<file path="config.mk">
export PLATFORM = sky130hd
export DESIGN_NAME = ordered_list_insert_erase_unit
export DESIGN_NICKNAME = d
export VERILOG_FILES = /design/src/rtl/olie_pkg.sv /design/src/rtl/olie_cell.sv /design/src/rtl/ordered_list_insert_erase_unit.sv
export SDC_FILE = /design/constraint.sdc
export NUM_CORES = 1
export LEC_CHECK = 0
export BUFFER_PORTS_ARGS = -buffer_cell sky130_fd_sc_hd__buf_4
export CORE_MARGIN = 4
export CORE_UTILIZATION = 55
export DETAILED_ROUTE_END_ITERATION = 16
export HOLD_SLACK_MARGIN = 0.12
export PLACE_DENSITY = 0.7
export SLEW_MARGIN = 20
export SYNTH_ARGS = -nofsm -noshare
export SYNTH_HDL_FRONTEND = slang
export SYNTH_HIERARCHICAL = 1
export SYNTH_SLANG_ARGS = --single-unit
export TNS_END_PERCENT = 30
</file>
<file path="constraint.sdc">
create_clock -name clk -period 14.1 [get_ports clk]
set_clock_uncertainty 0.15 [all_clocks]
set_input_delay 2.82 -clock clk [delete_from_list [all_inputs] [get_ports clk]]
set_output_delay 2.82 -clock clk [all_outputs]
set_load 0.02 [all_outputs]
</file>
<file path="src/rtl/olie_pkg.sv">
// Shared types and constants of the ordered list insert/erase unit.
package olie_pkg;

	// List size and stored word width
	localparam int CAPACITY   = 16;
	localparam int DATA_WIDTH = 32;

	// Field widths of the stream items
	localparam int CMD_W   = 3;
	localparam int POS_W   = 4;
	localparam int VALUE_W = 32;
	localparam int RDV_W   = 32;
	localparam int ECNT_W  = 5;
	localparam int STAT_W  = 2;

	// Count holds 0 to CAPACITY; compares run at the wider of count and position
	localparam int CNT_W = $clog2(CAPACITY + 1);
	localparam int CMP_W = (CNT_W > POS_W) ? CNT_W : POS_W;

	// Packed item widths, padded to whole bytes
	localparam int IN_BITS  = CMD_W + POS_W + VALUE_W;
	localparam int IN_W     = ((IN_BITS + 7) / 8) * 8;
	localparam int OUT_BITS = RDV_W + ECNT_W + STAT_W;
	localparam int OUT_W    = ((OUT_BITS + 7) / 8) * 8;

	typedef enum logic [CMD_W-1:0] {
		CMD_PUSH   = 3'd0,
		CMD_POP    = 3'd1,
		CMD_CLEAR  = 3'd2,
		CMD_INSERT = 3'd3,
		CMD_ERASE  = 3'd4,
		CMD_READ   = 3'd5
	} cmd_t;

	typedef enum logic [STAT_W-1:0] {
		ST_DONE    = 2'd0,
		ST_IGNORED = 2'd1,
		ST_FULL    = 2'd2
	} status_t;

	// Operation broadcast to every cell of the row
	typedef enum logic [1:0] {
		OP_HOLD,
		OP_APPEND,
		OP_INSERT,
		OP_ERASE
	} cell_op_t;

	typedef struct packed {
		cell_op_t              op;
		logic [CMP_W-1:0]      pos;
		logic [CMP_W-1:0]      cnt;
		logic [DATA_WIDTH-1:0] value;
	} cell_ctrl_t;

endpackage

</file>
<file path="src/rtl/olie_cell.sv">
// One list cell: holds one entry and takes data from its neighbors on a shift.
module olie_cell (
	input  logic                           clk,
	input  olie_pkg::cell_ctrl_t           ctrl,
	input  logic [olie_pkg::CMP_W-1:0]     idx,
	input  logic [olie_pkg::DATA_WIDTH-1:0] prev_data,
	input  logic [olie_pkg::DATA_WIDTH-1:0] next_data,
	input  logic [olie_pkg::CMP_W-1:0]     rd_pos,
	output logic [olie_pkg::DATA_WIDTH-1:0] data,
	output logic [olie_pkg::DATA_WIDTH-1:0] rd_data
);

	logic [olie_pkg::DATA_WIDTH-1:0] data_q;
	logic [olie_pkg::DATA_WIDTH-1:0] data_d;

	// Pick the next entry from the broadcast operation and this cell's place
	always_comb begin
		data_d = data_q;
		unique case (ctrl.op)
			olie_pkg::OP_APPEND: begin
				if (idx == ctrl.cnt) data_d = ctrl.value;
			end
			olie_pkg::OP_INSERT: begin
				if (idx == ctrl.pos) data_d = ctrl.value;
				else if (idx > ctrl.pos) data_d = prev_data;
			end
			olie_pkg::OP_ERASE: begin
				if (idx >= ctrl.pos) data_d = next_data;
			end
			default: data_d = data_q;
		endcase
	end

	// Hold the entry
	always_ff @(posedge clk) begin
		data_q <= data_d;
	end

	assign data = data_q;

	// Drive the entry onto the read bus only when addressed
	assign rd_data = (idx == rd_pos) ? data_q : '0;

endmodule

</file>
<file path="src/rtl/ordered_list_insert_erase_unit.sv">
// Top level of the ordered list unit: command decode, count, cell row, result register.
//
// Fixed-capacity ordered list of signed words (olie_pkg::CAPACITY entries). Each item
// on the s_ side is one command (push, pop, clear, insert, erase, read) and yields
// exactly one result item on the m_ side with the read value, the count after the
// command and a status. Entries sit in a row of cells that all shift at once, so a new
// item is taken every cycle while the result register is empty or being drained.
// Insert is allowed only below the current count; reads at or past the count return
// 0 with status ignored. Entries are not cleared at reset, only the count is.
module ordered_list_insert_erase_unit (
	input  logic                        clk,
	input  logic                        arst_n,
	input  logic                        s_tvalid,
	output logic                        s_tready,
	// [2:0] command, [6:3] position, [38:7] value, [39] zero
	input  logic [olie_pkg::IN_W-1:0]   s_tdata,
	output logic                        m_tvalid,
	input  logic                        m_tready,
	// [31:0] read_value, [36:32] entry_count, [38:37] status, [39] zero
	output logic [olie_pkg::OUT_W-1:0]  m_tdata
);

	localparam int CAP = olie_pkg::CAPACITY;
	localparam int DW  = olie_pkg::DATA_WIDTH;

	logic                        accept;
	olie_pkg::cmd_t              cmd;
	logic [olie_pkg::CMP_W-1:0]  pos;
	logic [olie_pkg::CMP_W-1:0]  cnt_ext;
	logic [DW-1:0]               value;
	logic                        full;
	logic                        pos_ok;

	logic [olie_pkg::CNT_W-1:0]  count_q;
	logic [olie_pkg::CNT_W-1:0]  count_d;
	olie_pkg::status_t           status_d;
	logic                        do_read;
	olie_pkg::cell_ctrl_t        ctrl;

	logic [DW-1:0]               cell_data [CAP];
	logic [DW-1:0]               cell_rd   [CAP];
	logic [DW-1:0]               rd_or;

	logic                        m_valid_q;
	logic [olie_pkg::RDV_W-1:0]  rdv_q;
	logic [olie_pkg::ECNT_W-1:0] ecnt_q;
	olie_pkg::status_t           status_q;

	// Unpack the command item
	assign accept  = s_tvalid && s_tready;
	assign cmd     = olie_pkg::cmd_t'(s_tdata[2:0]);
	assign pos     = olie_pkg::CMP_W'(s_tdata[6:3]);
	assign value   = DW'(s_tdata[38:7]);
	assign cnt_ext = olie_pkg::CMP_W'(count_q);
	assign full    = (count_q == olie_pkg::CNT_W'(CAP));
	assign pos_ok  = (pos < cnt_ext);

	// Decode the command into the next count, a status and a cell operation
	always_comb begin
		count_d  = count_q;
		status_d = olie_pkg::ST_DONE;
		do_read  = 1'b0;
		ctrl.op  = olie_pkg::OP_HOLD;
		ctrl.pos = pos;
		ctrl.cnt = cnt_ext;
		ctrl.value = value;
		unique case (cmd)
			olie_pkg::CMD_PUSH: begin
				if (full) begin
					status_d = olie_pkg::ST_FULL;
				end else begin
					ctrl.op = olie_pkg::OP_APPEND;
					count_d = count_q + 1'b1;
				end
			end
			olie_pkg::CMD_POP: begin
				if (count_q == '0) status_d = olie_pkg::ST_IGNORED;
				else count_d = count_q - 1'b1;
			end
			olie_pkg::CMD_CLEAR: begin
				count_d = '0;
			end
			olie_pkg::CMD_INSERT: begin
				if (!pos_ok) begin
					status_d = olie_pkg::ST_IGNORED;
				end else if (full) begin
					status_d = olie_pkg::ST_FULL;
				end else begin
					ctrl.op = olie_pkg::OP_INSERT;
					count_d = count_q + 1'b1;
				end
			end
			olie_pkg::CMD_ERASE: begin
				if (!pos_ok) begin
					status_d = olie_pkg::ST_IGNORED;
				end else begin
					ctrl.op = olie_pkg::OP_ERASE;
					count_d = count_q - 1'b1;
				end
			end
			olie_pkg::CMD_READ: begin
				if (!pos_ok) status_d = olie_pkg::ST_IGNORED;
				else do_read = 1'b1;
			end
			default: status_d = olie_pkg::ST_IGNORED;
		endcase
		if (!accept) ctrl.op = olie_pkg::OP_HOLD;
	end

	// Build the row of cells; the ends see zeros from outside
	for (genvar j = 0; j < CAP; j++) begin : g_cell
		logic [DW-1:0] prev_w;
		logic [DW-1:0] next_w;
		if (j == 0) begin : g_first
			assign prev_w = '0;
		end else begin : g_mid_prev
			assign prev_w = cell_data[j-1];
		end
		if (j == CAP - 1) begin : g_last
			assign next_w = '0;
		end else begin : g_mid_next
			assign next_w = cell_data[j+1];
		end
		olie_cell u_cell (
			.clk       (clk),
			.ctrl      (ctrl),
			.idx       (olie_pkg::CMP_W'(j)),
			.prev_data (prev_w),
			.next_data (next_w),
			.rd_pos    (pos),
			.data      (cell_data[j]),
			.rd_data   (cell_rd[j])
		);
	end

	// Combine the read bus of all cells
	always_comb begin
		rd_or = '0;
		for (int j = 0; j < CAP; j++) rd_or = rd_or | cell_rd[j];
	end

	// Hold the entry count
	always_ff @(posedge clk or negedge arst_n) begin
		if (!arst_n) begin
			count_q <= '0;
		end else if (accept) begin
			count_q <= count_d;
		end
	end

	// Result register: load on accept, drop when taken
	always_ff @(posedge clk or negedge arst_n) begin
		if (!arst_n) begin
			m_valid_q <= 1'b0;
		end else if (accept) begin
			m_valid_q <= 1'b1;
		end else if (m_tready) begin
			m_valid_q <= 1'b0;
		end
	end

	always_ff @(posedge clk) begin
		if (accept) begin
			rdv_q    <= do_read ? olie_pkg::RDV_W'(signed'(rd_or)) : '0;
			ecnt_q   <= olie_pkg::ECNT_W'(count_d);
			status_q <= status_d;
		end
	end

	assign s_tready = !m_valid_q || m_tready;
	assign m_tvalid = m_valid_q;
	assign m_tdata  = olie_pkg::OUT_W'({status_q, ecnt_q, rdv_q});

	// Count never passes the capacity
	a_count_cap: assert property (@(posedge clk) disable iff (!arst_n)
		count_q <= olie_pkg::CNT_W'(CAP))
		else $error("entry count above capacity");

	// A successful push adds exactly one entry
	a_push_inc: assert property (@(posedge clk) disable iff (!arst_n)
		accept && cmd == olie_pkg::CMD_PUSH && !full
		|=> count_q == $past(count_q) + 1'b1)
		else $error("push did not grow the list by one");

	// Clear empties the list
	a_clear: assert property (@(posedge clk) disable iff (!arst_n)
		accept && cmd == olie_pkg::CMD_CLEAR |=> count_q == '0)
		else $error("clear left entries");

	// Full status only when the list was full
	a_full_status: assert property (@(posedge clk) disable iff (!arst_n)
		accept && status_d == olie_pkg::ST_FULL |-> full)
		else $error("full status on a list with room");

endmodule
</file>
==> metrics, run 1 <==
DIE HEIGHT=268.5 µm; Psw=1324 µW; CP endpoint kind=register; GRT overflow=0; first-pass GRT wire length=192.8 mm; core outline area=0.06728 mm²; fraction of the mapped netlist area in compound gates=0.2644; initial antenna violation count=1; Die Wd=268.5 µm; f_max=134.3 MHz; CP Cell Sequence=buf_4 > ha_1 > o21a_1 > o21ai_0 > nor2_2 > nor3_2 > buf_4 > buf_4 > nand2_1 > o22ai_1 > a21oi_1; H-tree depth=2; WP data required=14310 ps; #FFs+latches synth=557; Rows=95; Hold Path Depth=2; WL/cell=25.45 µm; GRT Total Usage=0.3400; internal power=3102 µW; pin count of the biggest net entering global routing=190; Synth Warn #=6; worst setup path class=in -> reg; DR DRC count=1; setup slack after layout=6657 ps; Final TNS setup=0 ps; Area Overhead vs Synth=10.53%; Reg2Reg Depth=10; Yosys top cell by area=edfxtp_1; ys flop type=edfxtp_1; CTS Root Cell=clkbuf_16; R2R Path End=g_cell[8].u_cell/data[13]; Period Utilization, post-route=0.5279; Buf/Inv on CP=3; total routed wirelength=126.8 mm; slowest cell on the critical path=nand2_1; sequential power share=0.453; Starting Density=0.5549; total power=4426 µW; final setup fails=0; CP dominant cell by count=buf_4; Hold-fix buffers, CTS=0; DRT iter0 DRCs=4543; mux contribution to synthesized area=0; layout net count=4188; clk sink count=557; main combinational cell family by area after synthesis=compound AO/OA/AOI/OAI gates; Worst Hold Launch=m_tvalid; hold endpoint=m_tvalid; maximum VDD drop=0.09587 mV; status=finished with violations; Max Root-Sink Buffers=3; leakage=0.01464 µW; switching part of the total=0.2991; max-slew violation count=0; CTS tree=done; layout cells sized above 1=0.1647; RD Place Congestion=0.8852; CP startpoint kind=input pin; top-area cell type share of the netlist area=0.4432; relative slew slack=0.2326; worst slew pin tran=1141 ps; Final Hold Viols=0; Synth area leaders=edfxtp_1 (44%), o22ai_1 (17%), a21oi_1 (7.1%); launch point of the worst reg-to-reg path=cnt_ext[0]; Synth Cell Area=0.03733 mm²; failing checks=design-rule violations; post_cts resized=0; final core utilization=0.6134; Tmin final=7443 ps; ys async rst share=0.01077; clk_lat worst skew=660 ps; CP Max Fanout=95; Final HPWL DP=81.59 mm; number of synthesized flops with an enable pin=551; Cell Pwr Density=107.3 mW/mm²; Avg Inst Size Synth=9.753 µm²; PortBufs=83; clock slew at reported path FFs=60 ps; antenna cells=0; Num CTS Buffers=61; Clk pwr share=0.353; Slowest Stage Delay on Critical Path=970 ps; Post-Synth Simple-Gate Area=0.1622; Reg2Reg Setup Slack=8550 ps; post-synthesis xor/xnor area fraction=0.03801; HP Class=reg -> reg; Final ANT Viol Nets=0; delay-heaviest family, CP=buffers and inverters; non-filler cells, final=4983; Crit path arrival time=7650 ps; vias in the first global route=32755; DP Cell Count=4863; synth unique cells=57; die area=0.07211 mm²; Gate power share=0.194; RSZ-0062 raised after global routing=false; vias per cell=6.897; IO Pins=86; max-cap viol count=0; DR vias=34369; pre-CTS setup slack=6117 ps; Seq/Total Area, Yosys=0.4472; post-synthesis adder-cell area fraction=0.02849; Fill cells=5814; TritonRoute pass-1 iters=12; Post-Syn Instances=3828; postcts setup bufs=0
==> worst reg2reg max path: cells and delay by family, from the launching register on <==
family / cells / cell delay, ps
compound gates: 3 / 910
buf+inv: 3 / 1930
flops: 1 / 740
simple gates: 4 / 1530
==> worst max path at each step <==
stage | startpoint | endpoint | slack [ps] | depth (start not counted)
global route | s_tdata[5] | g_cell[8].u_cell/data[1] | 6250 | 11
global placement | s_tdata[5] | g_cell[8].u_cell/data[3] | 6120 | 11
finish | s_tdata[5] | g_cell[8].u_cell/data[13] | 6660 | 11
floorplan | s_tdata[5] | g_cell[0].u_cell/data[0] | 2480 | 8
detailed placement | s_tdata[5] | g_cell[8].u_cell/data[26] | 6120 | 11
CTS | s_tdata[5] | g_cell[8].u_cell/data[8] | 6780 | 11
==> cells in the final DEF, fill, tap and decap left out, drive strengths merged, types with 20 or more instances in the layout <==
cell    synthesis  layout
o22ai        1024    1024
edfxtp        551     551
and2          544     544
a21oi         531     531
conb            2     337
buf           162     162
nor4          146     146
inv           121     116
xor2           97      97
ha             85      85
clkbuf        167      74
xnor2          65      65
nand2          57      57
clkinv          0      41
nand3          37      37
nand4          32      32
nor2           30      30
nor3           27      27
o21ai          25      25
nand2b         20      20
==> per-stage QoR <==
stage / hold slack (ps) / cell area (µm²)
final: 396.7 / 41270
after global placement: 376.4 / 39240
after CTS: 403.0 / 41120
after floorplan: 429.0 / 38590
after detailed placement: 378.5 / 39240
after global routing: 445.6 / 41270
==> state kept, by name, indices dropped and copies added, names as in the netlist <==
name and cells:
g_cell.u_cell/data 512, rdv_q 32, cnt_ext 5, ecnt_q 5, status_q 2, m_tvalid 1
==> power groups by stage <==
stage / Sequential, µW / Combinational (µW) / Clock [µW]
2_1_floorplan: 2040 / 550 / 0
3_3_place_gp: 2040 / 804 / 0
3_5_place_dp: 2040 / 828 / 0
4_1_cts: 2010 / 831 / 1570
5_1_grt: 2010 / 931 / 1640
6_report: 2010 / 859 / 1560
==> layout make-up <==
| cell class | count | area, µm² | area share |
|---|---|---|---|
| multi-input combinational | 3156 | 19820 | 0.4804 |
| tap | 873 | 1092 | 0.02647 |
| clock inverter | 40 | 284.0 | 0.006883 |
| sequential | 557 | 16700 | 0.4046 |
| clock buffer | 74 | 1597 | 0.03869 |
| inverter | 121 | 455.4 | 0.01104 |
| timing repair buffer | 162 | 1319 | 0.03196 |
==> layer usage <==
layer / vias up / GRT usage / part of all wire
met5: - / 0 / 0
met4: 0 / 0.1885 / 0.067
met3: 416 / 0.04407 / 0.098
met2: 2245 / 0.5344 / 0.45
met1: 16484 / 0.4600 / 0.38
li1: 15224 / - / -
==> synth_stat cells (all sizes together) (3+ instances only) <==
| cell type | count |
|---|---|
| o2111a | 16 |
| and2 | 544 |
| xor2 | 97 |
| nand2b | 20 |
| o22ai | 1024 |
| nor2b | 3 |
| inv | 121 |
| nand2 | 57 |
| a211oi | 5 |
| a21oi | 531 |
| buf | 162 |
| a21o | 17 |
| nor4 | 146 |
| or2 | 18 |
| clkbuf | 167 |
| xnor2 | 65 |
| edfxtp | 551 |
| dfrtp | 6 |
| nor3 | 27 |
| o21ai | 25 |
| nand3 | 37 |
| ha | 85 |
| a31oi | 19 |
| nor2 | 30 |
| nand4 | 32 |
==> logic make-up after synthesis <==
| logic type | Yosys count |
|---|---|
| adder cells (fa/ha/maj) | 85 |
| AO/OA/AOI/OAI | 1653 |
| flip-flops | 557 |
| other | 2 |
| XOR/XNOR | 162 |
| AND/OR/NAND/NOR | 919 |
| buffers and inverters | 450 |
No activity file was read; power rests on OpenSTA's default activity.
==> run 2, diff against run 1 <==
--- a/config.mk
+++ b/config.mk
@@ -10,7 +10,7 @@
 export CORE_UTILIZATION = 55
 export DETAILED_ROUTE_END_ITERATION = 16
 export HOLD_SLACK_MARGIN = 0.12
-export PLACE_DENSITY = 0.7
+export PLACE_DENSITY = 0.73
 export SLEW_MARGIN = 20
 export SYNTH_ARGS = -nofsm -noshare
 export SYNTH_HDL_FRONTEND = slang
==> constraint.sdc (replaced) <==
create_clock -name clk -period 6.13 [get_ports clk]
set_clock_uncertainty 0.15 [all_clocks]
set_input_delay 1.226 -clock clk [delete_from_list [all_inputs] [get_ports clk]]
set_output_delay 1.226 -clock clk [all_outputs]
set_load 0.02 [all_outputs]
==> metrics, run 2 (synthesis gave the netlist of run 1 again) <==
status=complete, no violations; clock slew at reported path FFs=60 ps (about the same); R2R Path End=g_cell[9].u_cell/data[16]; CTS Root Cell=clkbuf_16; Final ANT Viol Nets=0 (unchanged); Final TNS setup=0 ps (unchanged); CP endpoint kind=register; Rows=95 (unchanged); Gate power share=0.200 (+0.006); Num CTS Buffers=58 (-4.9%); leakage=0.01476 µW (+0.81%); Final HPWL DP=82.17 mm (+0.72%); DRT iter0 DRCs=4487 (-1.2%); WL/cell=24.46 µm (-3.9%); pin count of the biggest net entering global routing=139 (-27%); worst setup path class=in -> reg; GRT overflow=0 (unchanged); Max Root-Sink Buffers=3 (unchanged); Clk pwr share=0.333 (-0.020); launch point of the worst reg-to-reg path=cnt_ext[2]; postcts setup bufs=0 (unchanged); Starting Density=0.5549 (unchanged); DR vias=34411 (+0.12%); Reg2Reg Setup Slack=1720 ps (-6830 ps); Final Hold Viols=0 (unchanged); setup slack after layout=1496 ps (-5160 ps); GRT Total Usage=0.3300 (-0.009985); clk sink count=557 (unchanged); Cell Pwr Density=238.4 mW/mm² (+120%); most frequent cells in the layout=o22ai_1 (1024), edfxtp_1 (551), a21oi_1 (531); final setup fails=0 (unchanged); PortBufs=83 (unchanged); die area=0.07211 mm² (unchanged); first-pass GRT wire length=189.3 mm (-1.8%); clk_lat worst skew=660 ps (about the same); worst slew pin tran=1121 ps (-19.33 ps); RD Place Congestion=0.8934 (+0.93%); pre-CTS setup slack=1126 ps (-4991 ps); max-cap viol count=0 (unchanged); H-tree depth=2 (unchanged); Area Overhead vs Synth=11.04%; crit path to=g_cell[9].u_cell/data[16]; core outline area=0.06728 mm² (unchanged); Fill cells=5817 (+0.052%); Die Wd=268.5 µm (unchanged); max-slew violation count=0 (unchanged); layout cells sized above 1=0.1674 (+0.002709); maximum VDD drop=0.2350 mV (+150%); antenna cells=0 (unchanged); Psw=2947 µW (+120%); IO Pins=86 (unchanged); f_max=215.8 MHz; TritonRoute pass-1 iters=6 (-6); sequential power share=0.466 (+0.013); non-filler cells, final=5024 (+0.82%); Tmin final=4634 ps; DP Cell Count=4920 (+1.2%); number of flip-flops in the largest register=512 (unchanged); Crit path arrival time=4930 ps (-2720 ps); crit path from=s_tdata[5]; post_cts resized=0 (unchanged); internal power=6937 µW (+120%); CP Max Fanout=32 (-66%); vias in the first global route=32824 (+0.21%); switching part of the total=0.2982 (-0.0009358); DIE HEIGHT=268.5 µm (unchanged); CTS tree=done; Reg2Reg Depth=9 (-1); total routed wirelength=122.9 mm (-3.1%); WP data required=6420 ps (-7890 ps); CP startpoint kind=input pin; hold_ws=244.6 ps (-152.1 ps); initial antenna violation count=2 (+1); commonest non-fill, non-tap cell in the layout=o22ai_1; Hold-fix buffers, CTS=0 (unchanged); DR DRC count=0 (-1); HP Class=in -> async; RSZ-0062 raised after global routing=false; layout net count=4238 (+1.2%); relative slew slack=0.2516 (+0.01908); Period Utilization, post-route=0.7559; vias per cell=6.849 (-0.69%)
[run 2: power groups by stage]
stage	registers, µW	logic [µW]	clock network [µW]
2_1_floorplan	4700	1270	0
3_3_place_gp	4690	1870	0
3_5_place_dp	4680	1920	0
4_1_cts	4610	1930	3310
5_1_grt	4620	2150	3460
6_report	4610	1980	3290
[run 2: worst min-delay path by stage]
| stage | from | cells after the start | end |
|---|---|---|---|
| 4_1_cts | arst_n | 1 | cnt_ext[1] |
| 3_3_place_gp | m_tvalid | 2 | m_tvalid |
| 3_5_place_dp | m_tvalid | 2 | m_tvalid |
| 2_1_floorplan | g_cell[15].u_cell/data[0] | 2 | g_cell[14].u_cell/data[0] |
| 5_1_grt | arst_n | 1 | cnt_ext[4] |
| 6_report | arst_n | 1 | cnt_ext[1] |
[run 2: critical path, cell delays in order]
cell and delay, ps:
buf_4 130, ha_1 320, o21a_1 190, o21ai_0 370, nor2_2 120, a2111oi_4 990
buf_4 260, clkinv_1 840, a21oi_1 450
[run 2: per-layer routing]
layer | part of all wire | global-route usage
met3 | 0.10 | 0.04115
met5 | 0 | 0
met1 | 0.38 | 0.4457
met4 | 0.074 | 0.2097
met2 | 0.45 | 0.5081
[run 2: cell type report]
class / instances / area, µm² / area share
tap: 873 / 1092 / 0.02635
sequential: 557 / 16700 / 0.4027
inverter: 121 / 454.2 / 0.01096
clock buffer: 78 / 1548 / 0.03733
timing repair buffer: 215 / 1704 / 0.04111
clock inverter: 24 / 137.6 / 0.003320
multi-input combinational: 3156 / 19820 / 0.4782
[run 2: metrics by stage]
stage                 util  area, µm²  total power (µW)
floorplan                -      38610              5966
global placement    0.5907      39740              6557
detailed placement  0.5907      39740              6607
CTS                 0.6158      41430              9851
global route        0.6162      41460             10230
finish              0.6162      41460              9884
